<file path="src/design/pal_pkg.sv">
// pal_pkg: shared types and codes for the positional array list.
// Request and result records, opcodes, status codes and sequencer states.
// No dependencies.
`timescale 1ns / 1ps

package pal_pkg;

  localparam int POS_W   = 5;
  localparam int VAL_W   = 32;
  localparam int LIMIT_W = 5;
  localparam logic [LIMIT_W-1:0] LIMIT_RESET = 5'd10;

  typedef enum logic [1:0] {
    OP_INSERT = 2'd0,
    OP_DELETE = 2'd1,
    OP_LOCATE = 2'd2,
    OP_UNUSED = 2'd3
  } op_t;

  typedef enum logic [1:0] {
    ST_OK        = 2'd0,
    ST_BAD_POS   = 2'd1,
    ST_FULL      = 2'd2,
    ST_NOT_FOUND = 2'd3
  } status_t;

  typedef enum logic {
    S_IDLE = 1'b0,
    S_SCAN = 1'b1
  } state_t;

  typedef struct packed {
    op_t               op;
    logic [POS_W-1:0]  position;
    logic [VAL_W-1:0]  item_value;
  } req_t;

  typedef struct packed {
    status_t           status;
    logic [POS_W-1:0]  found_position;
    logic [VAL_W-1:0]  result_value;
    logic [POS_W-1:0]  list_length;
    logic              last;
  } result_t;

endpackage

</file>
<file path="src/design/pal_front.sv">
// pal_front: request intake for the positional array list.
// Accepts input beats, classifies the opcode and buffers two requests.
// Depends on pal_pkg.
`timescale 1ns / 1ps

module pal_front (
  input  logic          clk,
  input  logic          rst_n,
  input  logic          in_valid,
  output logic          in_ready,
  input  logic [1:0]    in_opcode,
  input  logic [4:0]    in_position,
  input  logic [31:0]   in_item_value,
  output logic          req_valid,
  input  logic          req_ready,
  output pal_pkg::req_t req
);

  pal_pkg::req_t q_r [2];
  logic          wr_ptr_r, wr_ptr_nxt;
  logic          rd_ptr_r, rd_ptr_nxt;
  logic [1:0]    level_r, level_nxt;
  logic          push, pop;
  pal_pkg::req_t in_req;

  // opcode 3 is kept as its own class; the back end reports it as a bad request
  always_comb begin
    in_req.op         = pal_pkg::op_t'(in_opcode);
    in_req.position   = in_position;
    in_req.item_value = in_item_value;
  end

  assign in_ready  = (level_r != 2'd2);
  assign req_valid = (level_r != 2'd0);
  assign req       = q_r[rd_ptr_r];
  assign push      = in_valid && in_ready;
  assign pop       = req_valid && req_ready;

  always_comb begin
    wr_ptr_nxt = push ? ~wr_ptr_r : wr_ptr_r;
    rd_ptr_nxt = pop ? ~rd_ptr_r : rd_ptr_r;
    level_nxt  = level_r + {1'b0, push} - {1'b0, pop};
  end

  always_ff @(posedge clk) begin
    if (!rst_n) begin
      wr_ptr_r <= 1'b0;
      rd_ptr_r <= 1'b0;
      level_r  <= 2'd0;
    end else begin
      wr_ptr_r <= wr_ptr_nxt;
      rd_ptr_r <= rd_ptr_nxt;
      level_r  <= level_nxt;
    end
  end

  always_ff @(posedge clk) begin
    if (push) begin
      q_r[wr_ptr_r] <= in_req;
    end
  end

endmodule

</file>
<file path="src/design/pal_back.sv">
// pal_back: list store and execution sequencer for the positional array list.
// Holds the entry row and count, runs insert/delete/locate, drives the result register.
// Depends on pal_pkg.
`timescale 1ns / 1ps

module pal_back #(
  parameter int CAPACITY = 16
) (
  input  logic             clk,
  input  logic             rst_n,
  input  logic [4:0]       limit,
  input  logic             req_valid,
  output logic             req_ready,
  input  pal_pkg::req_t    req,
  output logic             out_valid,
  input  logic             out_ready,
  output pal_pkg::result_t out_res
);

  localparam int CW   = $clog2(CAPACITY + 1);
  localparam int IW   = (CAPACITY > 1) ? $clog2(CAPACITY) : 1;
  localparam int CMPW = ((CW > pal_pkg::POS_W) ? CW : pal_pkg::POS_W) + 1;

  logic [31:0]         entries_r   [CAPACITY];
  logic [31:0]         entries_nxt [CAPACITY];
  logic [CW-1:0]       count_r, count_nxt;
  logic [CAPACITY-1:0] mask_r, mask_nxt;
  logic [31:0]         key_r, key_nxt;
  logic                out_valid_r, out_valid_nxt;
  pal_pkg::result_t    out_res_r, out_res_nxt;
  pal_pkg::state_t     state_r, state_nxt;

  logic                out_free;
  logic                accept;
  logic [CAPACITY-1:0] match;
  logic [CAPACITY-1:0] mask_rest;
  logic [IW-1:0]       first_idx;
  logic [CMPW-1:0]     pos_x, cnt_x, lim_x, p_x, cnt_after;
  logic                ins_bad, ins_full, del_bad;

  assign out_free  = !out_valid_r || out_ready;
  assign req_ready = (state_r == pal_pkg::S_IDLE) && out_free;
  assign accept    = req_valid && req_ready;
  assign out_valid = out_valid_r;
  assign out_res   = out_res_r;

  assign pos_x = CMPW'(req.position);
  assign cnt_x = CMPW'(count_r);
  assign lim_x = CMPW'(limit);
  assign p_x   = pos_x - CMPW'(1);

  assign ins_bad  = (req.position == '0) || (pos_x > cnt_x + CMPW'(1));
  assign ins_full = (cnt_x >= lim_x) || (count_r >= CW'(CAPACITY));
  assign del_bad  = (req.position == '0) || (pos_x > cnt_x);

  // all compares in parallel against the stored row
  always_comb begin
    for (int i = 0; i < CAPACITY; i++) begin
      match[i] = (CW'(i) < count_r) && (entries_r[i] == req.item_value);
    end
  end

  // lowest pending match
  always_comb begin
    first_idx = '0;
    for (int i = CAPACITY - 1; i >= 0; i--) begin
      if (mask_r[i]) begin
        first_idx = IW'(i);
      end
    end
  end

  assign mask_rest = mask_r & (mask_r - CAPACITY'(1));

  // next state
  always_comb begin
    state_nxt = state_r;
    case (state_r)
      pal_pkg::S_IDLE: begin
        if (accept && (req.op == pal_pkg::OP_LOCATE) && (match != '0)) begin
          state_nxt = pal_pkg::S_SCAN;
        end
      end
      pal_pkg::S_SCAN: begin
        if (out_free && (mask_rest == '0)) begin
          state_nxt = pal_pkg::S_IDLE;
        end
      end
      default: state_nxt = pal_pkg::S_IDLE;
    endcase
  end

  // datapath and result register
  always_comb begin
    for (int i = 0; i < CAPACITY; i++) begin
      entries_nxt[i] = entries_r[i];
    end
    count_nxt     = count_r;
    mask_nxt      = mask_r;
    key_nxt       = key_r;
    out_valid_nxt = out_valid_r && !out_ready;
    out_res_nxt   = out_res_r;
    cnt_after     = cnt_x;

    if (accept) begin
      out_res_nxt.status         = pal_pkg::ST_BAD_POS;
      out_res_nxt.found_position = '0;
      out_res_nxt.result_value   = '0;
      out_res_nxt.last           = 1'b1;
      out_valid_nxt              = 1'b1;
      case (req.op)
        pal_pkg::OP_INSERT: begin
          if (!ins_bad) begin
            if (ins_full) begin
              out_res_nxt.status = pal_pkg::ST_FULL;
            end else begin
              for (int i = 0; i < CAPACITY; i++) begin
                if (CMPW'(i) == p_x) begin
                  entries_nxt[i] = req.item_value;
                end else if (CMPW'(i) > p_x) begin
                  entries_nxt[i] = entries_r[(i > 0) ? i - 1 : 0];
                end
              end
              cnt_after          = cnt_x + CMPW'(1);
              count_nxt          = count_r + CW'(1);
              out_res_nxt.status = pal_pkg::ST_OK;
            end
          end
        end
        pal_pkg::OP_DELETE: begin
          if (!del_bad) begin
            for (int i = 0; i < CAPACITY; i++) begin
              if (CMPW'(i) >= p_x) begin
                entries_nxt[i] = entries_r[(i < CAPACITY - 1) ? i + 1 : i];
              end
            end
            cnt_after                = cnt_x - CMPW'(1);
            count_nxt                = count_r - CW'(1);
            out_res_nxt.status       = pal_pkg::ST_OK;
            out_res_nxt.result_value = entries_r[p_x[IW-1:0]];
          end
        end
        pal_pkg::OP_LOCATE: begin
          if (match == '0) begin
            out_res_nxt.status = pal_pkg::ST_NOT_FOUND;
          end else begin
            // matches go out from the scan state, one per beat
            out_valid_nxt = out_valid_r && !out_ready;
            out_res_nxt   = out_res_r;
            mask_nxt      = match;
            key_nxt       = req.item_value;
          end
        end
        default: begin
          out_res_nxt.status = pal_pkg::ST_BAD_POS;
        end
      endcase
      out_res_nxt.list_length = cnt_after[pal_pkg::POS_W-1:0];
    end else if ((state_r == pal_pkg::S_SCAN) && out_free) begin
      mask_nxt                   = mask_rest;
      out_valid_nxt              = 1'b1;
      out_res_nxt.status         = pal_pkg::ST_OK;
      out_res_nxt.found_position = pal_pkg::POS_W'(CMPW'(first_idx) + CMPW'(1));
      out_res_nxt.result_value   = key_r;
      out_res_nxt.list_length    = cnt_x[pal_pkg::POS_W-1:0];
      out_res_nxt.last           = (mask_rest == '0);
    end
  end

  always_ff @(posedge clk) begin
    if (!rst_n) begin
      state_r     <= pal_pkg::S_IDLE;
      count_r     <= '0;
      mask_r      <= '0;
      out_valid_r <= 1'b0;
    end else begin
      state_r     <= state_nxt;
      count_r     <= count_nxt;
      mask_r      <= mask_nxt;
      out_valid_r <= out_valid_nxt;
    end
  end

  always_ff @(posedge clk) begin
    for (int i = 0; i < CAPACITY; i++) begin
      entries_r[i] <= entries_nxt[i];
    end
    key_r     <= key_nxt;
    out_res_r <= out_res_nxt;
  end

`ifndef ASSERT_OFF
  a_count_bound: assert property (@(posedge clk) disable iff (!rst_n)
    count_r <= CW'(CAPACITY))
    else $error("entry count above capacity");

  a_scan_pending: assert property (@(posedge clk) disable iff (!rst_n)
    (state_r == pal_pkg::S_SCAN) |-> (mask_r != '0))
    else $error("scan state with no pending match");

  a_insert_grows: assert property (@(posedge clk) disable iff (!rst_n)
    (accept && (req.op == pal_pkg::OP_INSERT) && !ins_bad && !ins_full)
      |=> (count_r == $past(count_r) + CW'(1)))
    else $error("successful insert did not grow the list");

  a_scan_blocks: assert property (@(posedge clk) disable iff (!rst_n)
    (state_r == pal_pkg::S_SCAN) |-> !req_ready)
    else $error("request taken during a locate scan");
`endif

endmodule

</file>
<file path="src/design/positional_array_list.sv">
// positional_array_list: top level of the bounded positional list.
// Packs stream beats, holds the capacity limit register, joins pal_front and pal_back.
// Depends on pal_pkg, pal_front, pal_back.
//
//   channel  | dir | handshake            | payload
//   ---------+-----+----------------------+---------------------------------------
//   in_      | in  | in_tvalid/in_tready  | in_tdata: opcode, position, item_value
//   out_     | out | out_tvalid/out_tready| out_tdata: status..list_length; tlast
//   cfg_     | in  | cfg_valid/cfg_ready  | cfg_data: capacity_limit
//
// Insert, delete, bad requests and a locate with no match are answered with a
// single result beat registered in the accepting cycle; a locate with n matches
// goes through the accepting cycle, then the scan state with one result beat per
// match, so up to CAPACITY beats. A two-deep request queue sits in front of the back end.
// Reset (synchronous, rst_n low) empties the list and sets the limit to 10.
// Output stalls hold the result register; input keeps filling the queue meanwhile.
`timescale 1ns / 1ps

module positional_array_list #(
  parameter int CAPACITY = 16
) (
  input  logic        clk,
  input  logic        rst_n,
  input  logic        in_tvalid,
  output logic        in_tready,
  input  logic [39:0] in_tdata,   // [1:0] opcode, [6:2] position, [38:7] item_value
  output logic        out_tvalid,
  input  logic        out_tready,
  output logic [47:0] out_tdata,  // [1:0] status, [6:2] found_position,
                                  // [38:7] result_value, [43:39] list_length
  output logic        out_tlast,
  input  logic        cfg_valid,
  output logic        cfg_ready,
  input  logic [4:0]  cfg_data    // capacity_limit
);

  logic [4:0]       limit_r, limit_nxt;
  logic             req_valid, req_ready;
  pal_pkg::req_t    req;
  pal_pkg::result_t res;

  assign cfg_ready = 1'b1;
  assign limit_nxt = (cfg_valid && cfg_ready) ? cfg_data : limit_r;

  always_ff @(posedge clk) begin
    if (!rst_n) begin
      limit_r <= pal_pkg::LIMIT_RESET;
    end else begin
      limit_r <= limit_nxt;
    end
  end

  pal_front u_front (
    .clk          (clk),
    .rst_n        (rst_n),
    .in_valid     (in_tvalid),
    .in_ready     (in_tready),
    .in_opcode    (in_tdata[1:0]),
    .in_position  (in_tdata[6:2]),
    .in_item_value(in_tdata[38:7]),
    .req_valid    (req_valid),
    .req_ready    (req_ready),
    .req          (req)
  );

  pal_back #(
    .CAPACITY(CAPACITY)
  ) u_back (
    .clk      (clk),
    .rst_n    (rst_n),
    .limit    (limit_r),
    .req_valid(req_valid),
    .req_ready(req_ready),
    .req      (req),
    .out_valid(out_tvalid),
    .out_ready(out_tready),
    .out_res  (res)
  );

  assign out_tdata = {4'b0000, res.list_length, res.result_value,
                      res.found_position, res.status};
  assign out_tlast = res.last;

endmodule

</file>
<file path="config.mk">
export PLATFORM = sky130hd
export DESIGN_NAME = positional_array_list
export DESIGN_NICKNAME = d
export VERILOG_FILES = /design/src/design/pal_pkg.sv /design/src/design/pal_front.sv /design/src/design/pal_back.sv /design/src/design/positional_array_list.sv
export SDC_FILE = /design/constraint.sdc
export NUM_CORES = 2
export LEC_CHECK = 0
export BUFFER_PORTS_ARGS = -buffer_cell sky130_fd_sc_hd__buf_2
export CELL_PAD_IN_SITES_DETAIL_PLACEMENT = 0
export CELL_PAD_IN_SITES_GLOBAL_PLACEMENT = 2
export CORE_MARGIN = 10
export CORE_UTILIZATION = 42
export DETAILED_ROUTE_END_ITERATION = 6
export PLACE_DENSITY = 0.88
export SLEW_MARGIN = 5
export SYNTH_ARGS = -nofsm -noshare
export SYNTH_HDL_FRONTEND = slang
export SYNTH_SLANG_ARGS = --single-unit
</file>
<file path="constraint.sdc">
create_clock -name clk -period 7.1 [get_ports clk]
set_input_delay 0.71 -clock clk [delete_from_list [all_inputs] [get_ports clk]]
set_output_delay 0.71 -clock clk [all_outputs]
set_load 0.05 [all_outputs]
</file>
==> metrics.txt <==
# TYPE chip_impl_metric gauge
chip_impl_info{name="result_of_the_run",value="complete, no violations"} 1
chip_impl_info{name="most_common_cell_after_layout_fill_and_taps_aside",value="nand2_1"} 1
chip_impl_metric{name="synth_warnings",unit=""} 0
chip_impl_metric{name="timing.clock.skew",unit="ns"} 0.0310
chip_impl_metric{name="leakage",unit="nW"} 15.8
chip_impl_metric{name="cts.repair_timing.setup_buffer_count",unit=""} 0
chip_impl_metric{name="worst_ep_required_time",unit="ns"} 7.40
chip_impl_info{name="cts.root.buffer_cell",value="clkbuf_16"} 1
chip_impl_metric{name="syn_inst",unit=""} 4826
chip_impl_metric{name="placedInstanceArea",unit="µm²"} 47600
chip_impl_metric{name="die_w",unit="µm"} 349
chip_impl_info{name="synth.largest_area_cell",value="edfxtp_1"} 1
chip_impl_metric{name="cellPowerDensity",unit="nW/µm²"} 467
chip_impl_metric{name="synth-seq-cells",unit=""} 700
chip_impl_metric{name="vdd_drop_max",unit="V"} 0.000310
chip_impl_metric{name="grt_util_all_layers",unit="%"} 31.2
chip_impl_metric{name="critical_path_peak_fanout",unit=""} 40
chip_impl_metric{name="diodes",unit=""} 0
chip_impl_metric{name="drt_iter0_markers",unit=""} 6371
chip_impl_metric{name="placement.io_buffers",unit=""} 95
chip_impl_metric{name="layout.cells.non_filler",unit=""} 6238
chip_impl_metric{name="clockBufferDepth",unit=""} 3
chip_impl_metric{name="tightestPinTransition",unit="ns"} 1.33
chip_impl_metric{name="die_h",unit="µm"} 349
chip_impl_metric{name="flow.area_growth_from_synthesis",unit="%"} 10.6
chip_impl_metric{name="core.rowCount",unit=""} 120
chip_impl_metric{name="clkSinkCount",unit=""} 700
chip_impl_metric{name="ctsHtreeMaxLevel",unit=""} 3
chip_impl_metric{name="cts-hold-fix-buffers",unit=""} 0
chip_impl_metric{name="tritoncts.num_buffers",unit=""} 84
chip_impl_metric{name="grt_pass1_wl",unit="µm"} 275000
chip_impl_metric{name="grt_pass1_vias",unit=""} 35100
chip_impl_metric{name="syn_area_per_cell",unit="µm²"} 9.44
chip_impl_metric{name="totalNegativeSetupSlack",unit="ns"} 0
chip_impl_info{name="postSynth.topFlopCell",value="edfxtp_1"} 1
chip_impl_info{name="nature_of_the_critical_path_startpoint",value="flop"} 1
chip_impl_info{name="hold_class",value="in -> reg"} 1
chip_impl_metric{name="post_route_cells_drive_above_1_share",unit="%"} 12.4
chip_impl_info{name="rsz0062_at_grt",value="no"} 1
chip_impl_info{name="timing.critical_path.to_type",value="flop"} 1
chip_impl_metric{name="hold_violations",unit=""} 0
chip_impl_metric{name="synthArstFlopShare",unit="%"} 0
chip_impl_metric{name="hold-worst-slack",unit="ns"} 0.224
chip_impl_info{name="timing.critical_path.cells",value="buf_4 > mux2i_4 > buf_4 > xnor2_1 > nor2_1 > nand4_1 > nor4_1 > buf_4 > nor4_1 > nand4_1 > a21o_1 > nand2_2"} 1
chip_impl_metric{name="num-fill-cells",unit=""} 10100
chip_impl_info{name="critical_path.most_common_cell",value="buf_4"} 1
chip_impl_metric{name="clkTransAtPathRegs",unit="ns"} 0.06
chip_impl_metric{name="setup_viol",unit=""} 0
chip_impl_metric{name="yosysTopAreaCellShare",unit="%"} 44.0
chip_impl_metric{name="detailed_place_hpwl",unit="µm"} 145000
chip_impl_metric{name="grt_start_max_net_pins",unit=""} 275
chip_impl_metric{name="effective_utilization_at_floorplan",unit="%"} 42.4
chip_impl_metric{name="worstSkewPairLatency",unit="ns"} 0.69
chip_impl_metric{name="initial_antenna_violation_count",unit=""} 5
chip_impl_metric{name="cts_resized",unit=""} 0
chip_impl_info{name="criticalPathCategory",value="reg -> reg"} 1
chip_impl_metric{name="max_freq",unit="MHz"} 167
chip_impl_metric{name="number_of_enable_type_register_cells_in_the_synthesized_netlist",unit=""} 667
chip_impl_metric{name="setup.reg_to_reg.worst_slack",unit="ns"} 1.13
chip_impl_metric{name="cap_violations",unit=""} 0
chip_impl_info{name="ys_top_cells_by_area",value="edfxtp_1 (44%), xnor2_1 (10%), nand2_1 (7.0%), o21ai_0 (6.6%), mux4_2 (6.3%)"} 1
chip_impl_metric{name="drt_pass1_iterations",unit=""} 6
chip_impl_metric{name="route.antenna.remaining_nets",unit=""} 0
chip_impl_metric{name="dp_cells",unit=""} 6084
chip_impl_metric{name="finalCritPeriodShare",unit="%"} 84.1
chip_impl_metric{name="detail_route.vias_per_cell",unit=""} 6.31
chip_impl_metric{name="synth_sequential_area_ratio",unit="%"} 45.4
chip_impl_metric{name="timing.final.max_slew_violations",unit=""} 0
chip_impl_metric{name="data_arrival_time_of_the_critical_path",unit="ns"} 6.27
chip_impl_info{name="timing.critical_path.slowest_stage_cell",value="mux2i_4"} 1
chip_impl_metric{name="via_count",unit=""} 39300
chip_impl_metric{name="route.detailed.drc",unit=""} 0
chip_impl_metric{name="worst_slew_margin_relative_to_its_limit",unit="%"} 11.1
chip_impl_metric{name="crit_path_max_incr_delay",unit="ns"} 0.98
chip_impl_metric{name="die_area",unit="µm²"} 122000
chip_impl_metric{name="layout.nets",unit=""} 4841
chip_impl_info{name="cts_tree",value="done"} 1
chip_impl_metric{name="synth.cell_area",unit="µm²"} 45600
chip_impl_info{name="layout.cells.most_common_list",value="nand2_1 (843), edfxtp_1 (667), o21ai_0 (602)"} 1
chip_impl_metric{name="gpl.final_weighted_congestion",unit=""} 0.979
chip_impl_metric{name="floorplan.core_area",unit="µm²"} 107000
chip_impl_metric{name="routed_wire_length_per_instance",unit="µm"} 31.7
chip_impl_metric{name="drt_wl_total",unit="µm"} 197000
chip_impl_info{name="min-delay-start",value="in_tdata[16]"} 1
chip_impl_metric{name="postLayoutCellArea",unit="µm²"} 50400
chip_impl_metric{name="gr_overflow_total",unit=""} 0
chip_impl_metric{name="timing.final.crit_period",unit="ns"} 5.97
chip_impl_metric{name="yosysUniqueCellTypes",unit=""} 75
chip_impl_metric{name="ios",unit=""} 102
## cell usage after synthesis (all sizes together) (58+ instances only)
cell type  number
nor4          230
o21ai         628
nand3         125
edfxtp        667
buf           132
nor3           58
clkbuf        256
xnor2         525
nand2         850
a21oi         365
mux4          128
nor2          465
## critical path: cells and delay by family, from the launching register on
kind	cells	cell delay (ns)
AND/OR/NAND/NOR	6	2.38
multiplexers	1	0.98
buffers and inverters	3	0.83
flip-flops	1	0.74
AO/OA/AOI/OAI	1	0.42
XOR/XNOR	1	0.14
## path summary, 6_finish.rpt
kind / to / depth (start not counted)
worst max-delay path: u_back.out_res[30]$_DFFE_PP_ / 12
worst min-delay path: u_front.q_r[0][9]$_DFFE_PP_ / 1
worst max register to register: u_back.out_res[30]$_DFFE_PP_ / 12
worst min register to register: limit_r[4]$_SDFFE_PN0P_ / 2
## layout make-up
class / instances / area, µm² / share of cell area (%)
repair buffers: 240 / 1750 / 3.48
inverters: 58 / 218 / 0.432
clock inverters: 51 / 552 / 1.09
well taps: 1403 / 1760 / 3.48
clock buffers: 103 / 2280 / 4.52
multi-input cells: 3683 / 23200 / 45.9
flip-flops and latches: 700 / 20700 / 41.1
## per-layer routing
metal | vias up | share of wire [%] | GRT usage [%]
met5 | - | 0.0066 | 0
met4 | 2 | 3.2 | 9.65
met3 | 261 | 12 | 9.07
met2 | 2352 | 42 | 44.5
met1 | 19500 | 43 | 45.2
li1 | 17300 | - | -
## sequential cells by signal (all words and copies together) (netlist names), named ones only
name              count
limit_r               5
u_back.count_r        5
u_back.key_r         32
u_back.state_r        1
u_back.out_res       45
u_back.mask_r        16
u_front.wr_ptr_r      1
u_front.rd_ptr_r      1
u_back.entries_r    512
u_front.level_r       2
u_front.q_r          78
u_back.out_valid      1
## per-stage QoR
stage               worst slack [ns]  power (W)  util, %
global route                    1.03     0.0243     47.0
detailed placement              1.20     0.0186     44.3
finish                          1.13     0.0235     47.0
floorplan                      0.678     0.0140        -
global placement                1.22     0.0185     44.3
CTS                             1.19     0.0232     47.0
## kinds of logic (layout without fill, tap and decap cells)
family | count (synthesis) | after routing | synth area share (%)
multiplexers | 178 | 178 | 8.29
AO/OA/AOI/OAI | 1126 | 1126 | 13.3
flip-flops | 700 | 700 | 45.4
buffers and inverters | 446 | 452 | 4.57
AND/OR/NAND/NOR | 1818 | 1818 | 17.5
other | 2 | 5 | 0.0165
XOR/XNOR | 529 | 529 | 10.2
adder cells (fa/ha/maj) | 27 | 27 | 0.725
## power breakdown
group | switching, W | internal, W | total [W]
Combinational | 0.00857 | 0.00372 | 0.0123
Sequential | 0.000848 | 0.00583 | 0.00667
Clock | 0.00195 | 0.00263 | 0.00458
Total | 0.0114 | 0.0122 | 0.0235
Power figures use the tool's default switching activity.
